--- src/sv/mlbs_pkg.sv ---
// ----------------------------------------------------------------------------
// Morse LED blink sequencer package
// Shared constants, types and the Morse code table for the sequencer.
// ----------------------------------------------------------------------------
`default_nettype none

package mlbs_pkg;

   // Key queue geometry
   localparam int QUEUE_DEPTH = 8;
   localparam int PTR_W       = (QUEUE_DEPTH > 1) ? $clog2(QUEUE_DEPTH) : 1;
   localparam int COUNT_W     = $clog2(QUEUE_DEPTH + 1);

   // Field widths
   localparam int KEY_W     = 8;
   localparam int TICK_W    = 16;
   localparam int PEND_W    = 4;
   localparam int CSR_IDX_W = 2;
   localparam int BITS_W    = 5;
   localparam int LEFT_W    = 3;

   // Configuration register indices
   typedef enum logic [CSR_IDX_W-1:0] {
      CSR_DOT_TICKS        = 2'd0,
      CSR_DASH_TICKS       = 2'd1,
      CSR_SYMBOL_GAP_TICKS = 2'd2,
      CSR_LETTER_GAP_TICKS = 2'd3
   } csr_index_type;

   // Register reset values
   localparam logic [TICK_W-1:0] DOT_TICKS_RST        = 16'd200;
   localparam logic [TICK_W-1:0] DASH_TICKS_RST       = 16'd600;
   localparam logic [TICK_W-1:0] SYMBOL_GAP_TICKS_RST = 16'd200;
   localparam logic [TICK_W-1:0] LETTER_GAP_TICKS_RST = 16'd800;

   // Input command codes
   localparam logic CMD_ENQUEUE = 1'b0;
   localparam logic CMD_TICK    = 1'b1;

   // One row of the Morse table: symbol count less one, and the symbols with
   // the first one in bit 0 (1 = dash).
   typedef struct packed {
      logic              hit;
      logic [LEFT_W-1:0] left;
      logic [BITS_W-1:0] pattern;
   } morse_code_type;

   // Key queue status towards the blink engine
   typedef struct packed {
      logic [COUNT_W-1:0] count;
      logic               full;
      logic               empty;
   } fifo_status_type;

   // Blink engine status towards the result register
   typedef struct packed {
      logic led_on;
      logic busy;
   } blink_status_type;

   // Fixed table: digits, A to D, '*' as a dot and '#' as a dash.
   function automatic morse_code_type morse_lookup(input logic [KEY_W-1:0] key);
      morse_code_type code;
      code = '{hit: 1'b1, left: '0, pattern: '0};
      unique case (key)
         8'h30:   begin code.left = 3'd4; code.pattern = 5'h1F; end // '0'
         8'h31:   begin code.left = 3'd4; code.pattern = 5'h1E; end // '1'
         8'h32:   begin code.left = 3'd4; code.pattern = 5'h1C; end // '2'
         8'h33:   begin code.left = 3'd4; code.pattern = 5'h18; end // '3'
         8'h34:   begin code.left = 3'd4; code.pattern = 5'h10; end // '4'
         8'h35:   begin code.left = 3'd4; code.pattern = 5'h00; end // '5'
         8'h36:   begin code.left = 3'd4; code.pattern = 5'h01; end // '6'
         8'h37:   begin code.left = 3'd4; code.pattern = 5'h03; end // '7'
         8'h38:   begin code.left = 3'd4; code.pattern = 5'h07; end // '8'
         8'h39:   begin code.left = 3'd4; code.pattern = 5'h0F; end // '9'
         8'h41:   begin code.left = 3'd1; code.pattern = 5'h02; end // 'A'
         8'h42:   begin code.left = 3'd3; code.pattern = 5'h01; end // 'B'
         8'h43:   begin code.left = 3'd3; code.pattern = 5'h05; end // 'C'
         8'h44:   begin code.left = 3'd2; code.pattern = 5'h01; end // 'D'
         8'h2A:   begin code.left = 3'd0; code.pattern = 5'h00; end // '*'
         8'h23:   begin code.left = 3'd0; code.pattern = 5'h01; end // '#'
         default: begin code.hit  = 1'b0; end
      endcase
      return code;
   endfunction

endpackage

`default_nettype wire

--- src/sv/morse_led_blink_sequencer.sv ---
// ----------------------------------------------------------------------------
// Morse LED blink sequencer
// Queues key codes and blinks each one in Morse code on millisecond ticks.
// ----------------------------------------------------------------------------
//  Channel | Direction | Contents
//  req_    | in        | tuser = command, tdata = key_code
//  rsp_    | out       | tdata = led_on, busy_res, key_refused, pending_count
//  csr_    | in        | write enable, register index, 16-bit data
//
// Each transaction is registered in the input register, processed
// combinationally and its result held in the output register, so one request
// per cycle is sustained while responses are taken. The input register is
// refilled while a response waits as long as the output register can move.
// A stalled response holds both registers. Reset is synchronous and needs no
// clearing pass.
// ----------------------------------------------------------------------------
`default_nettype none

module morse_led_blink_sequencer (
   input  wire logic                           clock,
   input  wire logic                           reset,
   input  wire logic                           req_tvalid,
   output logic                                req_tready,
   input  wire logic [7:0]                     req_tdata,  // [7:0] key_code
   input  wire logic                           req_tuser,  // [0] command
   output logic                                rsp_tvalid,
   input  wire logic                           rsp_tready,
   output logic [7:0]                          rsp_tdata,  // [0] led_on, [1] busy_res,
                                                           // [2] key_refused,
                                                           // [6:3] pending_count, [7] zero
   input  wire logic                           csr_we,
   input  wire logic [mlbs_pkg::CSR_IDX_W-1:0] csr_index,
   input  wire logic [mlbs_pkg::TICK_W-1:0]    csr_wdata
);
   import mlbs_pkg::*;

   logic              in_valid_ff;
   logic              in_cmd_ff;
   logic [KEY_W-1:0]  in_key_ff;
   logic              out_valid_ff;
   logic [7:0]        out_data_ff;
   logic              advance;
   logic              push;
   logic              tick;
   logic              pop;
   logic [KEY_W-1:0]  head_key;
   logic              refused;
   logic [PEND_W-1:0] pending_next;
   logic [TICK_W-1:0] dot_ff, dash_ff, sym_gap_ff, let_gap_ff;
   fifo_status_type   fifo_status;
   blink_status_type  blink_status;

   // Configuration registers
   always_ff @(posedge clock) begin
      if (reset) begin
         dot_ff     <= DOT_TICKS_RST;
         dash_ff    <= DASH_TICKS_RST;
         sym_gap_ff <= SYMBOL_GAP_TICKS_RST;
         let_gap_ff <= LETTER_GAP_TICKS_RST;
      end else if (csr_we) begin
         unique case (csr_index_type'(csr_index))
            CSR_DOT_TICKS:        dot_ff     <= csr_wdata;
            CSR_DASH_TICKS:       dash_ff    <= csr_wdata;
            CSR_SYMBOL_GAP_TICKS: sym_gap_ff <= csr_wdata;
            CSR_LETTER_GAP_TICKS: let_gap_ff <= csr_wdata;
         endcase
      end
   end

   // Handshake: the stage moves when the output register is free or draining.
   assign advance    = in_valid_ff && (!out_valid_ff || rsp_tready);
   assign req_tready = !in_valid_ff || advance;
   assign push       = advance && (in_cmd_ff == CMD_ENQUEUE);
   assign tick       = advance && (in_cmd_ff == CMD_TICK);

   // Input register
   always_ff @(posedge clock) begin
      if (reset) begin
         in_valid_ff <= 1'b0;
      end else if (req_tready) begin
         in_valid_ff <= req_tvalid;
      end
   end

   always_ff @(posedge clock) begin
      if (req_tready && req_tvalid) begin
         in_cmd_ff <= req_tuser;
         in_key_ff <= req_tdata;
      end
   end

   mlbs_key_fifo u_fifo (
      .clock    (clock),
      .reset    (reset),
      .push     (push),
      .push_key (in_key_ff),
      .pop      (pop),
      .head_key (head_key),
      .status   (fifo_status)
   );

   mlbs_blink_fsm u_blink (
      .clock            (clock),
      .reset            (reset),
      .tick             (tick),
      .head_key         (head_key),
      .queue_empty      (fifo_status.empty),
      .dot_ticks        (dot_ff),
      .dash_ticks       (dash_ff),
      .symbol_gap_ticks (sym_gap_ff),
      .letter_gap_ticks (let_gap_ff),
      .pop              (pop),
      .status_next      (blink_status)
   );

   // Fill count after this transaction
   always_comb begin
      refused = push && fifo_status.full;
      if (push && !fifo_status.full) begin
         pending_next = PEND_W'(fifo_status.count + COUNT_W'(1));
      end else if (pop) begin
         pending_next = PEND_W'(fifo_status.count - COUNT_W'(1));
      end else begin
         pending_next = PEND_W'(fifo_status.count);
      end
   end

   // Output register
   always_ff @(posedge clock) begin
      if (reset) begin
         out_valid_ff <= 1'b0;
      end else if (advance) begin
         out_valid_ff <= 1'b1;
      end else if (rsp_tready) begin
         out_valid_ff <= 1'b0;
      end
   end

   always_ff @(posedge clock) begin
      if (advance) begin
         out_data_ff <= {1'b0, pending_next, refused, blink_status.busy,
                         blink_status.led_on};
      end
   end

   assign rsp_tvalid = out_valid_ff;
   assign rsp_tdata  = out_data_ff;

endmodule

`default_nettype wire

--- src/sv/mlbs_key_fifo.sv ---
// ----------------------------------------------------------------------------
// Morse LED blink sequencer key queue
// Circular store of pending key codes with read pointer and fill count.
// ----------------------------------------------------------------------------
`default_nettype none

module mlbs_key_fifo (
   input  wire logic                        clock,
   input  wire logic                        reset,
   input  wire logic                        push,
   input  wire logic [mlbs_pkg::KEY_W-1:0]  push_key,
   input  wire logic                        pop,
   output logic [mlbs_pkg::KEY_W-1:0]       head_key,
   output mlbs_pkg::fifo_status_type        status
);
   import mlbs_pkg::*;

   localparam int SUM_W = PTR_W + 1;

   logic [KEY_W-1:0]   store_ff [QUEUE_DEPTH];
   logic [PTR_W-1:0]   rd_ptr_ff, rd_ptr_in;
   logic [COUNT_W-1:0] count_ff, count_in;
   logic [SUM_W-1:0]   wr_sum;
   logic [PTR_W-1:0]   wr_idx;
   logic               full;
   logic               empty;

   // Status and head of the queue
   assign full     = (count_ff == COUNT_W'(QUEUE_DEPTH));
   assign empty    = (count_ff == '0);
   assign head_key = store_ff[rd_ptr_ff];
   assign status   = '{count: count_ff, full: full, empty: empty};

   // Write slot is the read pointer plus the fill count, wrapped once.
   assign wr_sum = {1'b0, rd_ptr_ff} + SUM_W'(count_ff);
   assign wr_idx = (wr_sum >= SUM_W'(QUEUE_DEPTH)) ?
                   PTR_W'(wr_sum - SUM_W'(QUEUE_DEPTH)) : PTR_W'(wr_sum);

   // Pointer and count update; a push and a pop never come together.
   always_comb begin
      rd_ptr_in = rd_ptr_ff;
      count_in  = count_ff;
      if (push && !full) begin
         count_in = count_ff + COUNT_W'(1);
      end else if (pop && !empty) begin
         count_in  = count_ff - COUNT_W'(1);
         rd_ptr_in = (rd_ptr_ff == PTR_W'(QUEUE_DEPTH - 1)) ? '0 : rd_ptr_ff + PTR_W'(1);
      end
   end

   always_ff @(posedge clock) begin
      if (reset) begin
         rd_ptr_ff <= '0;
         count_ff  <= '0;
      end else begin
         rd_ptr_ff <= rd_ptr_in;
         count_ff  <= count_in;
      end
   end

   // Key store, no reset
   always_ff @(posedge clock) begin
      if (push && !full) begin
         store_ff[wr_idx] <= push_key;
      end
   end

endmodule

`default_nettype wire

--- src/sv/mlbs_blink_fsm.sv ---
// ----------------------------------------------------------------------------
// Morse LED blink sequencer blink engine
// Phase machine that times dots, dashes and gaps on tick transactions.
// ----------------------------------------------------------------------------
`default_nettype none

module mlbs_blink_fsm (
   input  wire logic                         clock,
   input  wire logic                         reset,
   input  wire logic                         tick,
   input  wire logic [mlbs_pkg::KEY_W-1:0]   head_key,
   input  wire logic                         queue_empty,
   input  wire logic [mlbs_pkg::TICK_W-1:0]  dot_ticks,
   input  wire logic [mlbs_pkg::TICK_W-1:0]  dash_ticks,
   input  wire logic [mlbs_pkg::TICK_W-1:0]  symbol_gap_ticks,
   input  wire logic [mlbs_pkg::TICK_W-1:0]  letter_gap_ticks,
   output logic                              pop,
   output mlbs_pkg::blink_status_type        status_next
);
   import mlbs_pkg::*;

   typedef enum logic [1:0] {
      PH_IDLE   = 2'd0,
      PH_ON     = 2'd1,
      PH_GAP    = 2'd2,
      PH_LETTER = 2'd3
   } phase_type;

   phase_type         phase_ff, phase_in;
   logic [BITS_W-1:0] bits_ff, bits_in;
   logic [LEFT_W-1:0] left_ff, left_in;
   logic [TICK_W-1:0] countdown_ff, countdown_in;
   logic              led_ff, led_in;
   morse_code_type    code;

   assign code = morse_lookup(head_key);

   // Next phase on a tick transaction
   always_comb begin
      phase_in     = phase_ff;
      bits_in      = bits_ff;
      left_in      = left_ff;
      countdown_in = countdown_ff;
      led_in       = led_ff;
      pop          = 1'b0;
      if (tick) begin
         if (phase_ff == PH_IDLE) begin
            // Take one key; an unknown key is dropped and the engine stays idle.
            if (!queue_empty) begin
               pop = 1'b1;
               if (code.hit) begin
                  left_in      = code.left;
                  countdown_in = code.pattern[0] ? dash_ticks : dot_ticks;
                  bits_in      = {1'b0, code.pattern[BITS_W-1:1]};
                  phase_in     = PH_ON;
                  led_in       = 1'b1;
               end
            end
         end else if (countdown_ff > TICK_W'(1)) begin
            countdown_in = countdown_ff - TICK_W'(1);
         end else begin
            unique case (phase_ff)
               PH_ON: begin
                  led_in       = 1'b0;
                  phase_in     = PH_GAP;
                  countdown_in = symbol_gap_ticks;
               end
               PH_GAP: begin
                  if (left_ff != '0) begin
                     left_in      = left_ff - LEFT_W'(1);
                     countdown_in = bits_ff[0] ? dash_ticks : dot_ticks;
                     bits_in      = {1'b0, bits_ff[BITS_W-1:1]};
                     phase_in     = PH_ON;
                     led_in       = 1'b1;
                  end else begin
                     phase_in     = PH_LETTER;
                     countdown_in = letter_gap_ticks;
                  end
               end
               PH_LETTER: begin
                  phase_in     = PH_IDLE;
                  countdown_in = '0;
                  bits_in      = '0;
               end
               PH_IDLE: begin
                  phase_in = PH_IDLE;
               end
            endcase
         end
      end
   end

   // Status as it stands after this transaction
   assign status_next = '{led_on: led_in, busy: (phase_in != PH_IDLE)};

   always_ff @(posedge clock) begin
      if (reset) begin
         phase_ff     <= PH_IDLE;
         bits_ff      <= '0;
         left_ff      <= '0;
         countdown_ff <= '0;
         led_ff       <= 1'b0;
      end else begin
         phase_ff     <= phase_in;
         bits_ff      <= bits_in;
         left_ff      <= left_in;
         countdown_ff <= countdown_in;
         led_ff       <= led_in;
      end
   end

endmodule

`default_nettype wire

--- config.mk ---
export PLATFORM = sky130hd
export DESIGN_NAME = morse_led_blink_sequencer
export DESIGN_NICKNAME = d
export VERILOG_FILES = /design/src/sv/mlbs_pkg.sv /design/src/sv/morse_led_blink_sequencer.sv /design/src/sv/mlbs_key_fifo.sv /design/src/sv/mlbs_blink_fsm.sv
export SDC_FILE = /design/constraint.sdc
export NUM_CORES = 1
export LEC_CHECK = 0
export BUFFER_PORTS_ARGS = -buffer_cell sky130_fd_sc_hd__buf_2
export CAP_MARGIN = 10
export CORE_MARGIN = 2
export CORE_UTILIZATION = 62
export DETAILED_ROUTE_END_ITERATION = 8
export PLACE_DENSITY_LB_ADDON = 0.12
export SYNTH_ARGS = -nofsm -noshare
export SYNTH_HDL_FRONTEND = slang
export SYNTH_SLANG_ARGS = --single-unit
--- constraint.sdc ---
create_clock -name clock -period 3.7 [get_ports clock]
set_input_delay 0.74 -clock clock [delete_from_list [all_inputs] [get_ports clock]]
set_output_delay 0.74 -clock clock [all_outputs]
set_load 0.02 [all_outputs]
==> results.py <==
metrics = {
    "status": {
        "status": "complete, no violations",
    },
    "synth": {
        "syn_avg_cell_area_sq_um": 9.97,
        "synth.area.top_cells": "edfxtp_1 (27%), dfxtp_1 (23%), nand2_1 (8.3%)",
        "syn-cell-area_sq_mm": 0.00899,
        "yosysSeqAreaShare_pct": 49.4,
        "synth_top_area_cell": "edfxtp_1",
        "synth_top_family_by_area": "simple AND/OR/NAND/NOR gates",
        "synth-edff-count": 80,
        "synth_nets": 948,
        "synth.distinct_cells": 73,
        "synthSimpleGateAreaFrac_pct": 17.9,
        "async_flop_share_pct": 0,
        "ys_ff_latch": 182,
        "muxShareOfSynthArea_pct": 9.77,
        "yosysTopAreaCellShare_pct": 26.7,
        "synth_compound_area_share_pct": 15.1,
        "postSynthCellCount": 902,
        "synth_xor_area_share_pct": 1.27,
        "yosys_warnings": 0,
        "ys.flop_type": "dfxtp_1",
        "synthAdderAreaFrac_pct": 2.03,
    },
    "worst_setup_path": {
        "crit_family": "simple AND/OR/NAND/NOR gates",
        "cpPeakStageDelay_ns": 0.73,
        "cpMaxStageDelayCell": "or4b_1",
        "arrival_ns": 3.69,
        "path_cells": "mux4_2 > mux2_2 > or4b_1 > nor3_4 > o31ai_4 > buf_4 > a2111o_1 > o32ai_1",
        "end_kind": "flop",
        "cp_num_buf_inv": 1,
        "ff2ff_setup_slack_ns": 0.34,
        "crit_required_ns": 4.03,
        "criticalPathCategory": "reg2reg",
        "start_kind": "flop",
        "cp_max_fo": 13,
    },
    "clock_tree": {
        "cts-buffers-inserted": 17,
        "cts_sinks": 182,
        "cts_setup_buffers": 0,
        "cts.clk_slew.worst_paths_ns": 0.07,
        "cts_tree": "built",
        "clock_latency_ns": 0.43,
        "cts-root-buf": "clkbuf_16",
        "hold_buffers": 0,
        "cts_max_level": 4,
        "clockBufferDepth": 2,
        "cts_resized": 0,
    },
    "timing": {
        "setup_viol": 0,
        "grt_setup_unrepaired": "false",
        "tightest_slew_ns": 1.13,
        "relSlewSlack_pct": 24.6,
        "fmax_ghz": 0.298,
        "clock-skew-final_ns": 0.00856,
        "fin_tns_setup_ns": 0,
        "period_needed_ns": 3.36,
        "finalCritPeriodShare_pct": 90.7,
        "finalMaxSlewViolations": 0,
        "hold_violations": 0,
    },
    "floorplan": {
        "start_util_pct": 62.6,
        "row_count": 44,
        "die_x_um": 124,
        "die_h_um": 124,
        "io-pin-count": 42,
        "dieArea_sq_mm": 0.0155,
        "core_sq_mm": 0.0144,
    },
    "place": {
        "port_buffers": 40,
        "place_congestion": 0.921,
        "hpwl_um": 15700,
        "placedCellCount": 1099,
    },
    "worst_hold_path": {
        "hold_class": "reg2reg",
    },
    "global_routing": {
        "use_met2_pct": 53.0,
        "grt.busiest_layer": "met2",
        "grt_usage_pct": 30.5,
        "grt_use_met3_pct": 5.33,
        "grtUsageMet1_pct": 36.9,
        "grt_max_degree": 60,
        "antenna_found_initial": 0,
        "overflow": 0,
        "grt_pass1_vias": 6949,
        "grt_pass1_wl_um": 37100,
    },
    "finish": {
        "multi_input_area_sq_mm": 0.00417,
        "fin_util_pct": 70.0,
        "fin_nets": 980,
        "num_antenna_cells": 0,
        "layout.cells.most_common": "nand2_1",
        "syn_to_final_growth_pct": 11.9,
        "fillers": 1043,
        "layout-drive-gt1-share_pct": 18.3,
        "final_cell_mix": "nand2_1 (198), dfxtp_1 (101), a21oi_1 (87), edfxtp_1 (80), buf_2 (40)",
        "regArea_sq_mm": 0.00445,
        "instances_no_fill": 1131,
    },
    "power_and_ir_drop": {
        "p_per_area_mw_per_mm2": 428,
        "vdd_drop_max_mv": 0.471,
        "leakage_nw": 3.52,
    },
    "route": {
        "dr_total_vias": 7102,
        "antenna_left": 0,
        "vias_per_cell": 6.28,
        "drc_errors": 0,
        "wirelength_um": 23200,
        "wl_per_cell_um": 20.5,
        "first_pass_iters": 5,
        "drt-initial-drc-count": 739,
    },
    "run": {
        "max_cap_viol_count": 0,
    },
}
==> per-stage QoR <==
step / setup WS [ns] / instance area, sq um / hold slack (ns) / total power (W)
global placement: 0.205 / 9440 / 0.443 / 0.00247
detailed placement: 0.0760 / 9440 / 0.447 / 0.00248
global route: 0.172 / 10100 / 0.461 / 0.00443
finish: 0.345 / 10100 / 0.458 / 0.00430
CTS: 0.0559 / 10000 / 0.457 / 0.00432
floorplan: 0.682 / 8990 / 0.431 / 0.00238
==> routing by layer <==
| metal | vias up | wire length [um] | share of wire (%) |
|---|---|---|---|
| li1 | 3319 | - | - |
| met1 | 3436 | 9240 | 40 |
| met2 | 285 | 11800 | 51 |
| met3 | 62 | 1260 | 5.4 |
| met4 | 0 | 890 | 3.8 |
| met5 | - | 0 | 0 |
==> final cells by class <==
cell class                 count  share of cell area (%)
clock inverter                14                    1.78
clock buffer                  18                    4.27
multi-input combinational    627                    41.5
sequential                   182                    44.2
inverter                      31                    1.16
tap                          184                    2.29
timing repair buffer          75                    4.85
==> sequential cells by signal, indices dropped and copies added (netlist names), 7 cells and up, named ones only <==
register              count
let_gap_ff               16
u_blink.countdown_ff     16
rsp_tdata                 7
u_fifo.store_ff          64
sym_gap_ff               16
dot_ff                   16
dash_ff                  16
in_key_ff                 8
==> worst reg2reg max path: stages, from the launching register on <==
cell,delay (ns)
dfxtp_2,0.46
mux4_2,0.55
mux2_2,0.29
or4b_1,0.73
nor3_4,0.35
o31ai_4,0.12
buf_4,0.22
a2111o_1,0.42
o32ai_1,0.10
==> synthesized netlist by cell type (all sizes together), types with 16 or more instances <==
master	number
clkbuf	50
inv	31
nor2	28
a21oi	87
mux4	16
edfxtp	80
nand3b	21
dfxtp	102
mux2	23
mux2i	24
nand2	198
nand3	17
==> worst paths after layout <==
check / from / endpoint / cells past startpoint
worst max register to register: flop / u_blink.countdown_ff[3]$_SDFFE_PP0P_ / 8
worst min register to register: sym_gap_ff[1]$_SDFFE_PP0P_ / sym_gap_ff[1]$_SDFFE_PP0P_ / 2
worst max-delay path: flop / u_blink.countdown_ff[3]$_SDFFE_PP0P_ / 8
worst min-delay path: sym_gap_ff[1]$_SDFFE_PP0P_ / sym_gap_ff[1]$_SDFFE_PP0P_ / 2
==> power by group <==
part	switching [W]	internal, W
clock network	0.000837	0.00103
registers	0.0000346	0.00214
logic	0.000165	0.0000993
==> cells by family (layout without fill, tap and decap cells) <==
group | Yosys count | after routing
buf+inv | 93 | 138
compound gates | 192 | 192
simple gates | 344 | 344
other cells | 1 | 1
flops | 182 | 182
xor+xnor | 13 | 13
fa+ha+maj | 14 | 14
mux | 63 | 63
Note: power is estimated with default switching activity, not from simulation.
